==> src/design/bgfi_pkg.sv <==
// ----------------------------------------------------------------------------
// bgfi_pkg
// Shared types and constants of the gravity force integrator.
// ----------------------------------------------------------------------------
`default_nettype none

package bgfi_pkg;

    // operation codes
    localparam logic [1:0] OP_GRAV  = 2'd0;
    localparam logic [1:0] OP_FORCE = 2'd1;
    localparam logic [1:0] OP_MOVE  = 2'd2;

    // configuration register indexes
    localparam logic [2:0] CFG_G    = 3'd0;
    localparam logic [2:0] CFG_MASS = 3'd1;
    localparam logic [2:0] CFG_RAD  = 3'd2;
    localparam logic [2:0] CFG_X    = 3'd3;
    localparam logic [2:0] CFG_Y    = 3'd4;
    localparam logic [2:0] CFG_VX   = 3'd5;
    localparam logic [2:0] CFG_VY   = 3'd6;

    localparam int MUL_W = 33;          // multiplier operand width
    localparam int PRD_W = 2 * MUL_W;   // product width
    localparam int NUM_W = 96;          // divider dividend / quotient width
    localparam int DEN_W = 66;          // divider divisor / remainder width
    localparam int CNT_W = 7;           // divider step counter width

    localparam logic [CNT_W-1:0] STEPS_P = 7'd32;  // force magnitude quotient
    localparam logic [CNT_W-1:0] STEPS_W = 7'd64;  // 64-bit quotients

    typedef struct packed {
        logic              start;
        logic [NUM_W-1:0]  num;    // dividend, left aligned
        logic [DEN_W-1:0]  rem0;   // starting partial remainder, below den
        logic [DEN_W-1:0]  den;
        logic [CNT_W-1:0]  steps;
    } t_div_cmd;

endpackage

`default_nettype wire

==> src/design/bgfi_mul.sv <==
// ----------------------------------------------------------------------------
// bgfi_mul
// Shared unsigned 33x33 multiplier with registered product.
// ----------------------------------------------------------------------------
`default_nettype none

module bgfi_mul
    import bgfi_pkg::*;
(
    input  wire logic             i_clk,
    input  wire logic [MUL_W-1:0] i_a,
    input  wire logic [MUL_W-1:0] i_b,
    output logic      [PRD_W-1:0] o_p
);

    logic [PRD_W-1:0] r_p;

    always_ff @(posedge i_clk) begin
        r_p <= PRD_W'(i_a) * PRD_W'(i_b);
    end

    assign o_p = r_p;

endmodule

`default_nettype wire

==> config.mk <==
export PLATFORM = sky130hd
export DESIGN_NAME = bgfi_mul
export DESIGN_NICKNAME = d
export VERILOG_FILES = /design/src/design/bgfi_pkg.sv /design/src/design/bgfi_mul.sv
export SDC_FILE = /design/constraint.sdc
export NUM_CORES = 2
export LEC_CHECK = 0
export BUFFER_PORTS_ARGS = -buffer_cell sky130_fd_sc_hd__buf_2
export CAP_MARGIN = 15
export CELL_PAD_IN_SITES_DETAIL_PLACEMENT = 0
export CELL_PAD_IN_SITES_GLOBAL_PLACEMENT = 1
export CORE_UTILIZATION = 47
export CTS_CLUSTER_SIZE = 16
export DETAILED_ROUTE_END_ITERATION = 12
export PLACE_DENSITY = 0.81
export SKIP_LAST_GASP = 1
export SYNTH_ARGS = -nofsm -noshare
export SYNTH_HDL_FRONTEND = slang
export SYNTH_SLANG_ARGS = --single-unit
==> constraint.sdc <==
create_clock -name i_clk -period 8.05 [get_ports i_clk]
set_input_delay 0.4025 -clock i_clk [delete_from_list [all_inputs] [get_ports i_clk]]
set_output_delay 0.4025 -clock i_clk [all_outputs]
set_load 0.05 [all_outputs]
# After elaboration in Yosys (flattened, before gate mapping)
# Cells that the tools add are included.
# totals
reg_bits	66
input_bits	67
out_inout_bits	66
wordCells	2
# classes
multipliers	1
# op_table
operator	n
multiplier 33 x 33 -> 66 bit	1

# Depth between registers and ports, before layout
# logic_depth
depth_word	1
depth_mapped	30
ltp_nobuf	28

# Least setup slack after synthesis
# No wires, ideal clock.
# synth_timing
path_kind	input -> register
startpoint	input port i_b[0]
endpoint	register r_p[58], in the netlist o_p[58]
setup_ns	0.072
t_arrival_ns	7.435
t_required_ns	7.978
path_slack_ns	0.544
cell_stages	28
n_path_buf	2
cell_sequence	clkbuf_1 and2_1 fa_1 inv_1 fa_1 inv_1 fa_1 inv_1 fa_1 inv_1 fa_1 fa_1 fa_1 inv_1 fa_1 inv_1 ha_1 buf_2 nand2_1 or4_1 or3_1 o22ai_1 o211a_1 o21ai_2 nand3b_4 o31a_1 o21ai_2 xor2_1
# synth_between
elab_chain_cells	1
# synth_rtl
item	line	text
from (decl)	bgfi_mul.sv:12	input wire logic [MUL_W-1:0] i_b,
multiplier 33 x 33 -> 66 bit	bgfi_mul.sv:19	r_p <= PRD_W'(i_a) * PRD_W'(i_b);
to (signal assigned)	bgfi_mul.sv:19	
to (decl)	bgfi_mul.sv:16	logic [PRD_W-1:0] r_p;
# Every way passes these cells.

# Worst setup path after layout
# layout_timing
startpoint	input port i_b[1]
endpoint	register r_p[58], in the netlist o_p[58]
# The elaborated chain is that of the path after synthesis.

==> key figures <==
Outcome
  – Status: finished, final reports clean

STA
  – Final worst-path cycle share: 0.952
  – Fmax: 0.130 GHz
  – RSZ-0062 raised after global routing: no
  – Max-slew violations: 0
  – Min Tclk post-route: 7.67 ns
  – Actual slew at the worst max-slew pin: 0.539 ns
  – Worst slew margin: 0.637
  – Final hold violations: 0
  – Post-Route Setup TNS: 0 ns
  – Final setup violation count: 0

Logic synthesis
  – Post-synth top flop: dfxtp_1
  – Post-synth EDFFs: 0
  – Synth cell types: 57
  – Async SR Flop Fraction: 0
  – #FFs+latches synth: 66
  – Avg Inst Size Synth: 9.04 um^2
  – Post-Synthesis Cells: 4048
  – Syn Nets: 5338
  – Top post-synthesis cells by area: fa_1 52%, inv_1 11%, and2_1 9.8%
  – Mapped Area: 36600 um^2
  – Yosys top cell area share: 0.524
  – Ys Warns: 0
  – Synth area leader: fa_1
  – Sequential fraction of the synthesis area: 0.0361

Global route
  – Vias in the first global route: 29100
  – First-pass GRT wire length: 157 mm
  – Gr usage total: 0.262
  – Initial antenna violation count: 13
  – Pin count of the biggest net entering global routing: 27
  – GRT Residual Overflow: 0

Min path
  – WHS Path Cells: 3
  – Worst hold endpoint: o_p[0]$_DFF_P_
  – Hold Path Class: in2reg
  – Hold_sp: i_a[0]

Clock tree
  – Clock Pin Slew Worst Setup and Hold Paths: 0.07 ns
  – H-tree Lvls: 3
  – Cts repair resizes: 0
  – Clk root buf: clkbuf_16
  – TritonCTS clock tree: yes
  – Max Root-Sink Buffers: 2
  – Hold-fix buffers, CTS: 0
  – Num CTS Buffers: 9
  – CTS Sinks: 66
  – Setup bufs post-CTS: 0

Flow run
  – Maxcap violations: 0

Setup path
  – Setup CP Type: in2reg
  – Cell repeated most along the worst path: fa_1
  – CP Max Fanout: 23
  – Crit path DAT: 7.94 ns
  – Slowest cell on the critical path: fa_1
  – Startpoint types: primary input
  – Worst path required time: 8.32 ns
  – Slowest cell delay on critical path: 0.54 ns
  – Setup crit end kind: flip-flop

Floorplanning
  – Die X: 281 um
  – Die height: 281 um
  – Core ar.: 76500 um^2
  – Row count: 101
  – Die area: 79000 um^2
  – Initial Utilization: 0.479
  – Num ports: 133

Route
  – Detailed-route via count: 26500
  – DR WL/cell: 18.8 um
  – Initial DRC Count: 1311
  – Residual DRC: 0
  – Initial DRT Pass Iterations: 5
  – Antenna Nets Post-Route: 0
  – Total wire length: 97.7 mm
  – Via density: 5.12

Final layout
  – Final net count: 5437
  – Register Area: 1320 um^2
  – Fillers: 7293
  – Commonest non-fill, non-tap cell in the layout: inv_1
  – Share of cells above drive strength 1: 0.0771
  – Multi-input logic area: 30600 um^2
  – Most frequent cells in the layout: 1048 x inv_1, 958 x fa_1, 574 x and2_1, 567 x nand2_1, 265 x ha_1
  – Area Overhead vs Synth: 7.63%
  – Max reg flops: 66

Place
  – Final Wtd Congestion: 0.924
  – IO Port Bufs: 132
  – Final HPWL DP: 86.8 mm
critical path, delay by kind of cell:
| kind | cells | cell delay [ns] |
|---|---|---|
| simple gates | 5 | 1.38 |
| xor+xnor | 1 | 0.14 |
| fa+ha+maj | 9 | 4.33 |
| compound gates | 5 | 1.10 |
| buf+inv | 7 | 0.58 |
final cells by class:
class	instances	area share
well taps	1030	0.0327
flip-flops and latches	66	0.0335
multi-input cells	2722	0.775
diodes	5	0.000318
repair buffers	299	0.0499
clock inverters	6	0.00232
inverters	1049	0.0999
clock buffers	10	0.00581
kinds of logic (layout without fill, tap and decap cells):
group           Yosys count  count (layout)  share of synthesized area
compound gates          201             201                     0.0345
xor+xnor                 65              65                     0.0156
fa+ha+maj              1223            1223                      0.615
buf+inv                1260            1364                      0.129
flops                    66              66                     0.0361
other cells               0               5                          0
simple gates           1233            1233                      0.170
through the flow:
stage / worst slack [ns] / instances / utilization / hold slack [ns] / instance area, um^2
6_report: 0.384 / 5187 / 0.515 / 0.778 / 39400
2_1_floorplan: 0.544 / 4048 / - / 0.530 / 36600
4_1_cts: 0.387 / 5182 / 0.515 / 0.773 / 39400
5_1_grt: 0.0628 / 5187 / 0.515 / 0.787 / 39400
3_3_place_gp: 0.0876 / 5166 / 0.511 / 0.871 / 39100
3_5_place_dp: 0.0282 / 5166 / 0.511 / 0.871 / 39100
synthesized netlist by cell type (all sizes together) (2+ instances only):
cell type / instances
inv: 1049
fa: 958
and2: 574
nand2: 568
ha: 265
clkbuf: 209
a21oi: 73
dfxtp: 66
xnor2: 41
o21ai: 40
nor2: 33
a21o: 31
xor2: 24
nand4: 16
nand3: 10
o21bai: 8
and3: 7
o21a: 7
a31oi: 6
nor2b: 6
a211oi: 5
and4: 4
nor3: 4
a21boi: 3
o31ai: 3
a211o: 2
a221oi: 2
a31o: 2
buf: 2
nand2b: 2
nor4: 2
o211ai: 2
o31a: 2
o41ai: 2
or3: 2
routing by layer:
metal	share of wire	global-route usage	up-vias
li1	-	-	11700
met1	0.38	0.309	13900
met2	0.52	0.469	685
met3	0.044	0.0315	232
met4	0.058	0.129	16
met5	0.0011	0	-
how the worst max path moves through the flow:
stage / start / end / slack (ns) / depth (start not counted)
2_1_floorplan: i_b[0] / o_p[58]$_DFF_P_ / 0.54 / 28
3_5_place_dp: i_a[15] / o_p[64]$_DFF_P_ / 0.03 / 27
6_report: i_b[1] / o_p[58]$_DFF_P_ / 0.38 / 27
4_1_cts: i_b[1] / o_p[58]$_DFF_P_ / 0.39 / 27
3_3_place_gp: i_a[19] / o_p[65]$_DFF_P_ / 0.09 / 26
5_1_grt: i_b[1] / o_p[64]$_DFF_P_ / 0.06 / 29
Power is left out: the tool's default activity adds up to more than one toggle a clock period on the data nets, which glitch-free logic cannot reach.
