### src/design/bgfi_pkg.sv
// ----------------------------------------------------------------------------
// bgfi_pkg
// Shared types and constants of the gravity force integrator.
// ----------------------------------------------------------------------------
`default_nettype none

package bgfi_pkg;

    // operation codes
    localparam logic [1:0] OP_GRAV  = 2'd0;
    localparam logic [1:0] OP_FORCE = 2'd1;
    localparam logic [1:0] OP_MOVE  = 2'd2;

    // configuration register indexes
    localparam logic [2:0] CFG_G    = 3'd0;
    localparam logic [2:0] CFG_MASS = 3'd1;
    localparam logic [2:0] CFG_RAD  = 3'd2;
    localparam logic [2:0] CFG_X    = 3'd3;
    localparam logic [2:0] CFG_Y    = 3'd4;
    localparam logic [2:0] CFG_VX   = 3'd5;
    localparam logic [2:0] CFG_VY   = 3'd6;

    localparam int MUL_W = 33;          // multiplier operand width
    localparam int PRD_W = 2 * MUL_W;   // product width
    localparam int NUM_W = 96;          // divider dividend / quotient width
    localparam int DEN_W = 66;          // divider divisor / remainder width
    localparam int CNT_W = 7;           // divider step counter width

    localparam logic [CNT_W-1:0] STEPS_P = 7'd32;  // force magnitude quotient
    localparam logic [CNT_W-1:0] STEPS_W = 7'd64;  // 64-bit quotients

    typedef struct packed {
        logic              start;
        logic [NUM_W-1:0]  num;    // dividend, left aligned
        logic [DEN_W-1:0]  rem0;   // starting partial remainder, below den
        logic [DEN_W-1:0]  den;
        logic [CNT_W-1:0]  steps;
    } t_div_cmd;

endpackage

`default_nettype wire

### src/design/bgfi_div.sv
// ----------------------------------------------------------------------------
// bgfi_div
// Restoring radix-2 divider, one quotient bit per cycle.
// ----------------------------------------------------------------------------
`default_nettype none

module bgfi_div
    import bgfi_pkg::*;
(
    input  wire logic             i_clk,
    input  wire logic             i_rst_n,
    input  wire t_div_cmd         i_cmd,
    output logic                  o_done,
    output logic      [NUM_W-1:0] o_quot
);

    logic             r_busy;
    logic             r_done;
    logic [CNT_W-1:0] r_cnt;
    logic [NUM_W-1:0] r_q;
    logic [DEN_W-1:0] r_rem;
    logic [DEN_W-1:0] r_den;

    logic [DEN_W:0]   sh;
    logic [DEN_W:0]   diff;
    logic             ge;

    assign sh   = {r_rem, r_q[NUM_W-1]};
    assign diff = sh - {1'b0, r_den};
    assign ge   = (sh >= {1'b0, r_den});

    always_ff @(posedge i_clk) begin
        if (!i_rst_n) begin
            r_busy <= 1'b0;
            r_done <= 1'b0;
            r_cnt  <= '0;
        end else begin
            r_done <= 1'b0;
            if (i_cmd.start) begin
                r_busy <= 1'b1;
                r_cnt  <= i_cmd.steps;
            end else if (r_busy) begin
                r_cnt <= r_cnt - 1'b1;
                if (r_cnt == CNT_W'(1)) begin
                    r_busy <= 1'b0;
                    r_done <= 1'b1;
                end
            end
        end
    end

    always_ff @(posedge i_clk) begin
        if (i_cmd.start) begin
            r_q   <= i_cmd.num;
            r_rem <= i_cmd.rem0;
            r_den <= i_cmd.den;
        end else if (r_busy) begin
            r_q   <= {r_q[NUM_W-2:0], ge};
            r_rem <= ge ? diff[DEN_W-1:0] : sh[DEN_W-1:0];
        end
    end

    assign o_done = r_done;
    assign o_quot = r_q;

`ifndef SYNTHESIS
    a_start_idle: assert property (@(posedge i_clk) disable iff (!i_rst_n)
        i_cmd.start |-> !r_busy)
        else $error("divider restarted while busy");
`endif

endmodule

`default_nettype wire

### config.mk
export PLATFORM = sky130hd
export DESIGN_NAME = bgfi_div
export DESIGN_NICKNAME = d
export VERILOG_FILES = /design/src/design/bgfi_pkg.sv /design/src/design/bgfi_div.sv
export SDC_FILE = /design/constraint.sdc
export NUM_CORES = 1
export LEC_CHECK = 0
export BUFFER_PORTS_ARGS = -buffer_cell sky130_fd_sc_hd__buf_2
export CAP_MARGIN = 20
export CORE_MARGIN = 2
export CORE_UTILIZATION = 59
export CTS_CLUSTER_DIAMETER = 120
export DETAILED_ROUTE_END_ITERATION = 8
export GPL_TIMING_DRIVEN = 0
export PLACE_DENSITY = 0.9
export SLEW_MARGIN = 5
export SYNTH_ARGS = -nofsm -noshare
export SYNTH_HDL_FRONTEND = slang
export SYNTH_SLANG_ARGS = --single-unit
### constraint.sdc
create_clock -name i_clk -period 9.8 [get_ports i_clk]
set_clock_uncertainty 0.1 [all_clocks]
set_input_delay 0.98 -clock i_clk [delete_from_list [all_inputs] [get_ports i_clk]]
set_output_delay 0.98 -clock i_clk [all_outputs]
set_load 0.05 [all_outputs]
After elaboration in Yosys (flattened, before gate mapping)
Cells that the tools add are included.

storage, ports and cells
  register bits after elaboration = 237
  word-level logic and storage cells = 25

cells by class
  eq/ne operators = 1
  magnitude comparators = 1
  multiplexer cells = 11
  add/sub/neg operators = 2
  bitwise gates (word level) = 2
  reduce and logical (&&, ||, !) cells = 2

operator list
  cell                                                  count
  2-to-1 mux 66 bit                                     3
  2-to-1 mux 96 bit                                     2
  >= comparator 67 x 66 -> 1 bit                        1
  subtractor 66 bit                                     1
  2-to-1 mux 7 bit                                      2
  equality test 7 x 1 -> 1 bit (second input constant)  1
  subtractor 7 x 1 -> 7 bit (second input constant)     1
  2-to-1 mux 1 bit                                      4
  OR reduction 3 bit                                    1
  inverter 1 bit                                        2
  nonzero test 2 bit                                    1

Logic depth before layout (Yosys ltp)
Gate-level depths: netlist of the first run.

  word-level depth = 4
  mapped depth = 16
  depth with buffers taken out = 14

Worst setup path after synthesis of the first run
Ideal clock, no wire load.

  path kind = input to register
  from = input i_cmd[235] in the netlist's numbering
  to = register r_q[0], in the netlist o_quot[0], enable pin
  setup time = 0.454 ns
  arrival = 3.461 ns
  cell stages on the path = 3
  setup slack = 5.785 ns
  buffers on the path = 2
  cell sequence = clkbuf_1 -> clkbuf_1 -> or2_2

between the ends
  longest elaborated chain between the ends = 1

ends and longest elaborated chain
  item                                 line            text
  from (decl)                          bgfi_div.sv:12  input wire t_div_cmd i_cmd,
  nonzero test 2 bit (no source line)  -
  to (signal assigned)                 bgfi_div.sv:54  r_q <= i_cmd.num;
  to (signal assigned)                 bgfi_div.sv:58  r_q <= {r_q[NUM_W-2:0], ge};
  to (decl)                            bgfi_div.sv:20  logic [NUM_W-1:0] r_q;

Every way passes these cells.
A chain may end at the register's enable or synchronous reset.

Worst setup path in the final report of the first run
  from = register r_q[95], in the netlist o_quot[95]
  to = register r_rem[60] (data pin)

between the ends
  longest elaborated chain between the ends = 4
  elaborated cells on any way between the ends = 5
  those cells by class = add/sub: 1; order compare: 1; mux: 3

ends and longest elaborated chain
  item                                                                 line                            text
  subtractor 66 bit or >= comparator 67 x 66 -> 1 bit (tied branches)  bgfi_div.sv:29, bgfi_div.sv:30
  2-to-1 mux 66 bit (*)                                                bgfi_div.sv:59                  r_rem <= ge ? diff[DEN_W-1:0] : sh[DEN_W-1:0];
  2-to-1 mux 66 bit (*)                                                bgfi_div.sv:57                  end else if (r_busy) begin
  2-to-1 mux 66 bit (*)                                                bgfi_div.sv:53                  if (i_cmd.start) begin
  to (signal assigned)                                                 bgfi_div.sv:55                  r_rem <= i_cmd.rem0;
  to (signal assigned)                                                 bgfi_div.sv:59
  to (decl)                                                            bgfi_div.sv:21                  logic [DEN_W-1:0] r_rem;

Mark *: on every way between the ends. The rest lies on a longest branch, timed or not. The select of a mux whose other input is x is not followed.

==> key figures, run 1 <==
Logic synthesis
  • Flops & latches, synth: 237
  • Syn avg cell area: 10.6 um^2
  • Top-count cell post-synth: edfxtp_1
  • Main flop type after synthesis: edfxtp_1
  • Area share of the largest cell type after synthesis: 48.1%
  • Mapped Cells: around 1300
  • Post-synth EDFFs: 228
  • Net Count, Synth: 1651
  • Synth cell count leaders: 228 x edfxtp_1, 187 x a21oi_1, 128 x nand2_1
  • Warnings, synthesis: 0
  • Post-synth top area cell: edfxtp_1
  • Dominant cells by area after synthesis: edfxtp_1 48%, mux2_2 7.7%, a21oi_1 6.6%
  • Post-synthesis cell type count: 66
  • Post-synthesis sequential area ratio: between 40% and 50%
  • Mapped cell area: 14200 um^2
  • Async S/R FF share, synth: 0%

Clocking
  • CTS sink count: 237
  • CTS root buffer: clkbuf_16
  • Hold_buf cts: 0
  • Cts bufs inserted: 27
  • CTS resizes: 0
  • Clock latency on the worst-skew pair: 0.57 ns
  • Setup fix buffers added after clock tree synthesis: 0
  • CTS tree: done
  • H-tree Lvls: 1
  • CTS clk-pin slew, worst paths: 0.07 ns
  • Clk buf depth: 3

Critical path
  • FF-to-FF End: r_rem[60]
  • Max stage delay on crit path: 0.48 ns
  • Worst Setup SP: o_quot[95]
  • Slowest-stage cell, CP: edfxtp_1
  • Capture point of the worst path: r_rem[60]
  • Startpoint types: flop
  • Worst r2r src: o_quot[95]
  • Crit path kind: flop to flop
  • R2r setup slk: approximately 5.6 ns
  • WP data required: 10.02 ns
  • Crit path arrival time: 4.38 ns
  • Crit-path cells: inv_1 > ha_1 > inv_1 > fa_1 > a211oi_1 > o21ai_1 > nand2b_1 > nand3_1 > a31oi_2 > o22ai_1 > a21bo_2 > a211o_1 > xor2_1 > a221o_1
  • Number of cells on the critical path: 14
  • Crit end category: flop
  • Crit-path most repeated cell: inv_1
  • Crit path max-delay family: compound AO/OA/AOI/OAI gates
  • CP Max Fanout: 4
  • Worst path bufs/invs: 2
  • Worst-case reg-to-reg path depth: 14

Timing
  • Worst-Margin Slew: 0.935 ns
  • Slew Limit Fails: 0
  • Peak Freq: 0.240 GHz
  • Setup_tns: 0 ns
  • Slew headroom: 37.6%
  • Count of final setup violators: 0
  • Tmin final: 4.17 ns
  • RSZ-0062 raised after global routing: false
  • Count of final hold-check violations: 0
  • Fin crit share: 42.5%

Job
  • Max-Cap Viols: 0

Die
  • # rows: 56
  • Initial Util: 60.3%
  • Horiz. Die Dim: 159 um
  • Die Span Y: 159 um
  • Die area: 25400 um^2
  • Ports: approximately 340
  • Core Region: 23600 um^2

Pwr
  • PD cells: about 240 nW/um^2
  • Lkg Pwr: 7.36 nW
  • Pwr Total: ~4 mW
  • Worst VDD drop: 0.191 mV

Status
  • Status: completed

Final layout
  • Fill cells: 1724
  • Multi-input logic area: 6580 um^2
  • Core Util, Final: 73.4%
  • P&R area growth vs syn: 21.6%
  • Nets@finish: 2017
  • Share of layout cells above drive strength 1: 30.0%
  • Sequential cell area: 7030 um^2

Routing
  • Drt pass-1 iters: 6
  • Final Routed Wirelength: 43900 um
  • Vias per Instance: 5.91
  • Drt wl/cell: 21.3 um
  • # DRC: 0
  • Via count: ~12000
  • First-iteration detailed-routing DRC count: 822
  • ANT nets after route: 0

Global route
  • Number of global-route vias before repair: 12300
  • First-pass GRT wire length: 68000 um
  • Initial antenna violation count: 15
  • Largest net degree at the start of global routing: 65
  • GRT Resource Usage Total: 33.9%
  • Gr ovfl total: 0

Placement
  • RePlAce Congestion: 0.957
  • Port Buffers: between 300 and 400
  • DP HPWL: 32800 um

Min path
  • Hold crit path type: flop to flop
sequential cells by signal (all words and copies together), names as in the netlist:
name    cells
o_done      1
o_quot     96
r_busy      1
r_cnt       7
r_den      66
r_rem      66
power by group:
part	switching (mW)	internal [mW]
logic	1.05	0.627
clock network	0.447	0.590
registers	0.0878	1.31
total	1.58	2.52
cell usage in the layout, fill, tap and decap left out, types with 9 or more instances in the layout:
master	netlist	layout
nand4_1	18	18
o21a_1	9	9
nor2_1	58	58
nor3_1	13	13
a21o_1	31	31
o21ai_0	48	48
a31oi_1	11	11
buf_2	16	349
clkbuf_1	46	48
diode_2	0	14
xor2_1	23	23
inv_1	83	83
a21oi_1	187	187
clkbuf_16	0	27
edfxtp_1	228	228
nand2_1	128	128
xnor2_1	43	43
mux2_2	97	97
o21bai_1	14	14
dfxtp_1	9	9
nand3_1	17	17
nor2b_1	58	58
ha_1	68	68
routing by layer:
layer | GRT usage, % | vias to the layer above | wire [um]
met5 | 0 | - | 25
met4 | 18.6 | 4 | 2740
met3 | 9.22 | 164 | 3680
met2 | 56.9 | 580 | 21000
met1 | 39.8 | 5788 | 16500
li1 | - | 5653 | -
worst min-delay path by stage:
stage                     cells past startpoint     end     start  slack (ns)
after CTS                                     2  r_busy  r_cnt[6]        0.45
after global placement                        2  r_busy  r_cnt[6]        0.41
after global routing                          2  r_busy  r_cnt[6]        0.47
after detailed placement                      2  r_busy  r_cnt[6]        0.43
final                                         2  r_busy  r_cnt[6]        0.45
after floorplan                               2  r_busy  r_cnt[6]        0.39
metrics by stage:
step,std cells,hold WS [ns],setup WS [ns],cell area (um^2)
floorplan,1344,0.390,5.78,14200
global placement,1997,0.414,3.08,16300
detailed placement,2000,0.428,5.71,16400
CTS,2049,0.446,5.67,17300
global route,2056,0.469,5.42,17300
finish,2063,0.454,5.63,17300
final cells by class:
type,count,area share [%]
flip-flops and latches,237,40.6
multi-input cells,954,38.0
repair buffers,337,10.1
clock buffers,29,3.94
well taps,319,2.30
plain buffers,70,1.89
inverters,83,1.80
clock inverters,20,1.22
diodes,14,0.202
cell families (layout without fill, tap and decap cells):
group,Yosys count,after routing,share of synthesized area (%)
buf+inv,153,539,4.48
mux,102,102,8.02
fa+ha+maj,69,69,6.11
compound gates,370,370,15.8
other cells,0,14,0
xor+xnor,66,66,4.06
flops,237,237,49.3
simple gates,347,347,12.2
worst register-to-register path, delay by kind of cell (launching register included):
family | cells | cell delay, ns
compound gates | 7 | 2.16
fa+ha+maj | 2 | 0.59
flops | 1 | 0.48
simple gates | 2 | 0.28
buf+inv | 2 | 0.17
xor+xnor | 1 | 0.16
No activity file was read; power rests on OpenSTA's default activity.
==> run 2, diff against run 1 <==
--- a/config.mk
+++ b/config.mk
@@ -5,14 +5,15 @@
 export SDC_FILE = /design/constraint.sdc
 export NUM_CORES = 1
 export LEC_CHECK = 0
+export ABC_AREA = 1
 export BUFFER_PORTS_ARGS = -buffer_cell sky130_fd_sc_hd__buf_2
 export CAP_MARGIN = 20
 export CORE_MARGIN = 2
-export CORE_UTILIZATION = 59
+export CORE_UTILIZATION = 57
 export CTS_CLUSTER_DIAMETER = 120
 export DETAILED_ROUTE_END_ITERATION = 8
 export GPL_TIMING_DRIVEN = 0
-export PLACE_DENSITY = 0.9
+export PLACE_DENSITY = 0.85
 export SLEW_MARGIN = 5
 export SYNTH_ARGS = -nofsm -noshare
 export SYNTH_HDL_FRONTEND = slang
==> constraint.sdc (replaced) <==
create_clock -name i_clk -period 4 [get_ports i_clk]
set_clock_uncertainty 0.1 [all_clocks]
set_input_delay 0.4 -clock i_clk [delete_from_list [all_inputs] [get_ports i_clk]]
set_output_delay 0.4 -clock i_clk [all_outputs]
set_load 0.05 [all_outputs]
==> run 2 against run 1 <==
Utilization is 2.0 points lower. Sequential share of layout area is 6.3 points lower. First-iteration DRC count up 110%. Worst setup slack worse by 5.1 ns. Flip-flop and latch count did not move. Count of clock-buffer cells in the layout grew 3. Synthesized cell count rose by 77%. Clock power grew 120%. Critical path depth decreased by 4. Critical path type unchanged. Critical endpoint is now r_rem[7].
==> key figures, run 2 <==
Status
  • Status: completed (unchanged)

Critical path
  • WP data required: 4.21 ns (was 10.02 ns)
  • Worst-case reg-to-reg path depth: 10 (was 14)
  • FF-to-FF End: r_rem[7] (was r_rem[60])
  • Worst r2r src: r_rem[57] (was o_quot[95])
  • Crit path kind: flop to flop (unchanged)
  • Capture point of the worst path: r_rem[7] (was r_rem[60])
  • Crit end category: flop (unchanged)
  • Startpoint types: flop (unchanged)
  • R2r setup slk: 0.53 ns (was 5.63 ns)
  • Worst Setup SP: r_rem[57] (was o_quot[95])
  • CP Max Fanout: 10 (was 4)
  • Crit path arrival time: 3.69 ns (was 4.38 ns)

Final layout
  • Most frequent cells in the layout: 1199 x nand2_1, 378 x inv_1, 337 x buf_2 (was 349 x buf_2, 228 x edfxtp_1, 187 x a21oi_1)
  • Core Util, Final: 71.4% (was 73.4%)
  • Share of layout cells above drive strength 1: 14.3% (was 30.0%)
  • Commonest non-fill, non-tap cell in the layout: nand2_1 (was buf_2)
  • P&R area growth vs syn: 23.4% (was 21.6%)
  • Largest register FFs: 96 (unchanged)
  • Nets@finish: 3141 (was 2017)

Pwr
  • PD cells: 523 nW/um^2 (was 237 nW/um^2)
  • Seq pwr share: 31.7% (was 34.0%)
  • Lkg Pwr: 11.1 nW (was 7.36 nW)
  • Psw: 4.73 mW (was 1.58 mW)
  • Clk network pwr share: 21.0% (was 25.2%)
  • Comb pwr share: 47.3% (was 40.8%)
  • Internal: 6.00 mW (was 2.52 mW)
  • Worst VDD drop: 0.444 mV (was 0.191 mV)
  • Switching part of the total: 44.1% (was 38.6%)

Routing
  • Vias per Instance: 5.37 (was 5.91)
  • First-iteration detailed-routing DRC count: 1761 (was 822)
  • # DRC: 0 (unchanged)
  • ANT nets after route: 0 (unchanged)
  • Drt wl/cell: 18.7 um (was 21.3 um)
  • Final Routed Wirelength: 60600 um (was 43900 um)
  • Via count: 17400 (was 12200)
  • Drt pass-1 iters: 5 (was 6)

Logic synthesis
  • Post-synthesis sequential area ratio: 42.3% (was 49.3%)
  • Dominant cells by area after synthesis: edfxtp_1 41%, nand2_1 27%, inv_1 8.6% (was edfxtp_1 48%, mux2_2 7.7%, a21oi_1 6.6%)
  • Post-synthesis cell type count: 41 (was 66)
  • Syn avg cell area: 6.98 um^2 (was 10.6 um^2)
  • Area share of the largest cell type after synthesis: 41.2% (was 48.1%)
  • Top-count cell post-synth: nand2_1 (was edfxtp_1)
  • Warnings, synthesis: 0 (unchanged)
  • Net Count, Synth: 2688 (was 1651)
  • Mapped cell area: 16600 um^2 (was 14200 um^2)
  • Mapped Cells: 2381 (was 1344)
  • Flops & latches, synth: 237 (unchanged)
  • Async S/R FF share, synth: 0% (unchanged)
  • Post-synth top area cell: edfxtp_1 (unchanged)
  • Post-synth EDFFs: 228 (unchanged)
  • Synth cell count leaders: 1199 x nand2_1, 379 x inv_1, 228 x edfxtp_1 (was 228 x edfxtp_1, 187 x a21oi_1, 128 x nand2_1)
  • Main flop type after synthesis: edfxtp_1 (unchanged)

Clocking
  • CTS sink count: 237 (unchanged)
  • H-tree Lvls: 1 (unchanged)
  • Cts bufs inserted: 26 (was 27)
  • Clk buf depth: 3 (unchanged)
  • CTS clk-pin slew, worst paths: 0.06 ns (was 0.07 ns)
  • CTS root buffer: clkbuf_16 (unchanged)
  • CTS tree: done (unchanged)
  • Clock latency on the worst-skew pair: 0.58 ns (was 0.57 ns)
  • Setup fix buffers added after clock tree synthesis: 0 (unchanged)

Job
  • Max-Cap Viols: 0 (unchanged)

Global route
  • GRT Resource Usage Total: 38.6% (was 33.9%)
  • Initial antenna violation count: 5 (was 15)
  • Largest net degree at the start of global routing: 68 (was 65)
  • Gr ovfl total: 0 (unchanged)
  • Number of global-route vias before repair: 16900 (was 12300)
  • First-pass GRT wire length: 90500 um (was 68000 um)

Timing
  • Slew headroom: 35.3% (was 37.6%)
  • Count of final setup violators: 0 (unchanged)
  • Final hold slack: 0.00795 ns (was 0.454 ns)
  • Worst-Margin Slew: 0.971 ns (was 0.935 ns)
  • Peak Freq: 0.288 GHz (was 0.240 GHz)
  • Slew Limit Fails: 0 (unchanged)
  • Tmin final: 3.47 ns (was 4.17 ns)
  • Count of final hold-check violations: 0 (unchanged)
  • RSZ-0062 raised after global routing: false (unchanged)
  • Fin crit share: 86.8% (was 42.5%)

Placement
  • RePlAce Congestion: 0.971 (was 0.957)
  • DP HPWL: 46600 um (was 32800 um)
  • Port Buffers: 334 (unchanged)

Die
  • Horiz. Die Dim: 175 um (was 159 um)
  • # rows: 62 (was 56)
  • Initial Util: 57.9% (was 60.3%)
  • Die area: 30500 um^2 (was 25400 um^2)
  • Die Span Y: 175 um (was 159 um)
  • Core Region: 28700 um^2 (was 23600 um^2)
  • Ports: 335 (unchanged)

Min path
  • Hold crit path type: primary input to flop (was flop to flop)
==> run 2: cell count changes after synthesis, sizes merged, moves of 58 or more <==
cell    delta
nand2   +1076
inv      +302
a21oi    -132
mux2      -97
nand3b    +68
nand3     +61
nor2      +58
nor2b     -58
==> run 2: worst min path at each step <==
stage	startpoint	end	slack, ns	cells past startpoint
5_1_grt	i_cmd[152]	o_quot[13]	0.01	3
4_1_cts	i_cmd[125]	r_rem[52]	0.0009	3
6_report	i_cmd[152]	o_quot[13]	0.008	3
3_5_place_dp	r_cnt[6]	r_cnt[6]	0.41	2
3_3_place_gp	r_cnt[6]	r_cnt[6]	0.38	2
2_1_floorplan	r_cnt[6]	r_cnt[6]	0.36	2
==> run 2: kinds of logic after synthesis <==
family                     after synthesis  synth area share, %
AOI/OAI and AO/OA                       83                 2.70
DFF                                    237                 42.3
xor gates and xnor gates                34                 1.79
buffers and inverters                  441                 10.4
and+or+nand+nor                       1517                 37.6
adders and majority gates               69                 5.24
==> run 2: layer usage <==
metal | track usage, % | part of all wire [%] | vias to the layer above
li1 | - | - | 8283
met1 | 46.9 | 38 | 7956
met2 | 65.7 | 47 | 959
met3 | 7.03 | 8.6 | 203
met4 | 19.4 | 6.0 | 4
met5 | 0 | 0.056 | -
==> run 2: area by class of cell <==
cell class	count	area [um^2]
plain buffers	56	283
inverters	385	1450
multi-input cells	1703	7850
diodes	3	7.51
repair buffers	425	2630
fillers	2317	8210
clock inverters	15	93.8
well taps	384	480
clock buffers	32	673
flip-flops and latches	237	7030
==> run 2: per-stage QoR <==
step	cell area, um^2	total power, mW	setup TNS [ns]	instances	setup slack, ns
2_1_floorplan	16600	6.79	0	2381	0.119
3_3_place_gp	18800	8.16	-382.74	3099	-2.29
5_1_grt	20500	11.3	0	3240	0.389
3_5_place_dp	18800	8.26	0	3103	0.0202
4_1_cts	20500	10.6	0	3237	0.609
6_report	20500	10.7	0	3240	0.529
==> run 2: worst max-delay path, cell delays in order (launching register included) <==
cell and delay [ns]:
edfxtp_1 0.39, ha_1 0.42, a21oi_1 0.31, o21ai_1 0.16, a21oi_1 0.22, nor2_1 0.10
nor3b_4 0.57, clkbuf_1 0.50, nand3b_1 0.21, nand3_1 0.16, nand2_1 0.07
==> run 2: what timing repair did <==
| item | CTS | global route |
|---|---|---|
| hold endpoints to repair | 88 | 0 |
| hold buffers | 87 | 0 |
| gates resized for setup | 0 | 0 |
==> run 2: power by group through the flow <==
| stage | clock (mW) | combinational (mW) | sequential [mW] |
|---|---|---|---|
| after floorplan | 0 | 3.05 | 3.74 |
| after global placement | 0 | 4.73 | 3.43 |
| after detailed placement | 0 | 4.84 | 3.42 |
| after CTS | 2.24 | 4.94 | 3.38 |
| after global routing | 2.34 | 5.52 | 3.42 |
| final | 2.25 | 5.07 | 3.40 |
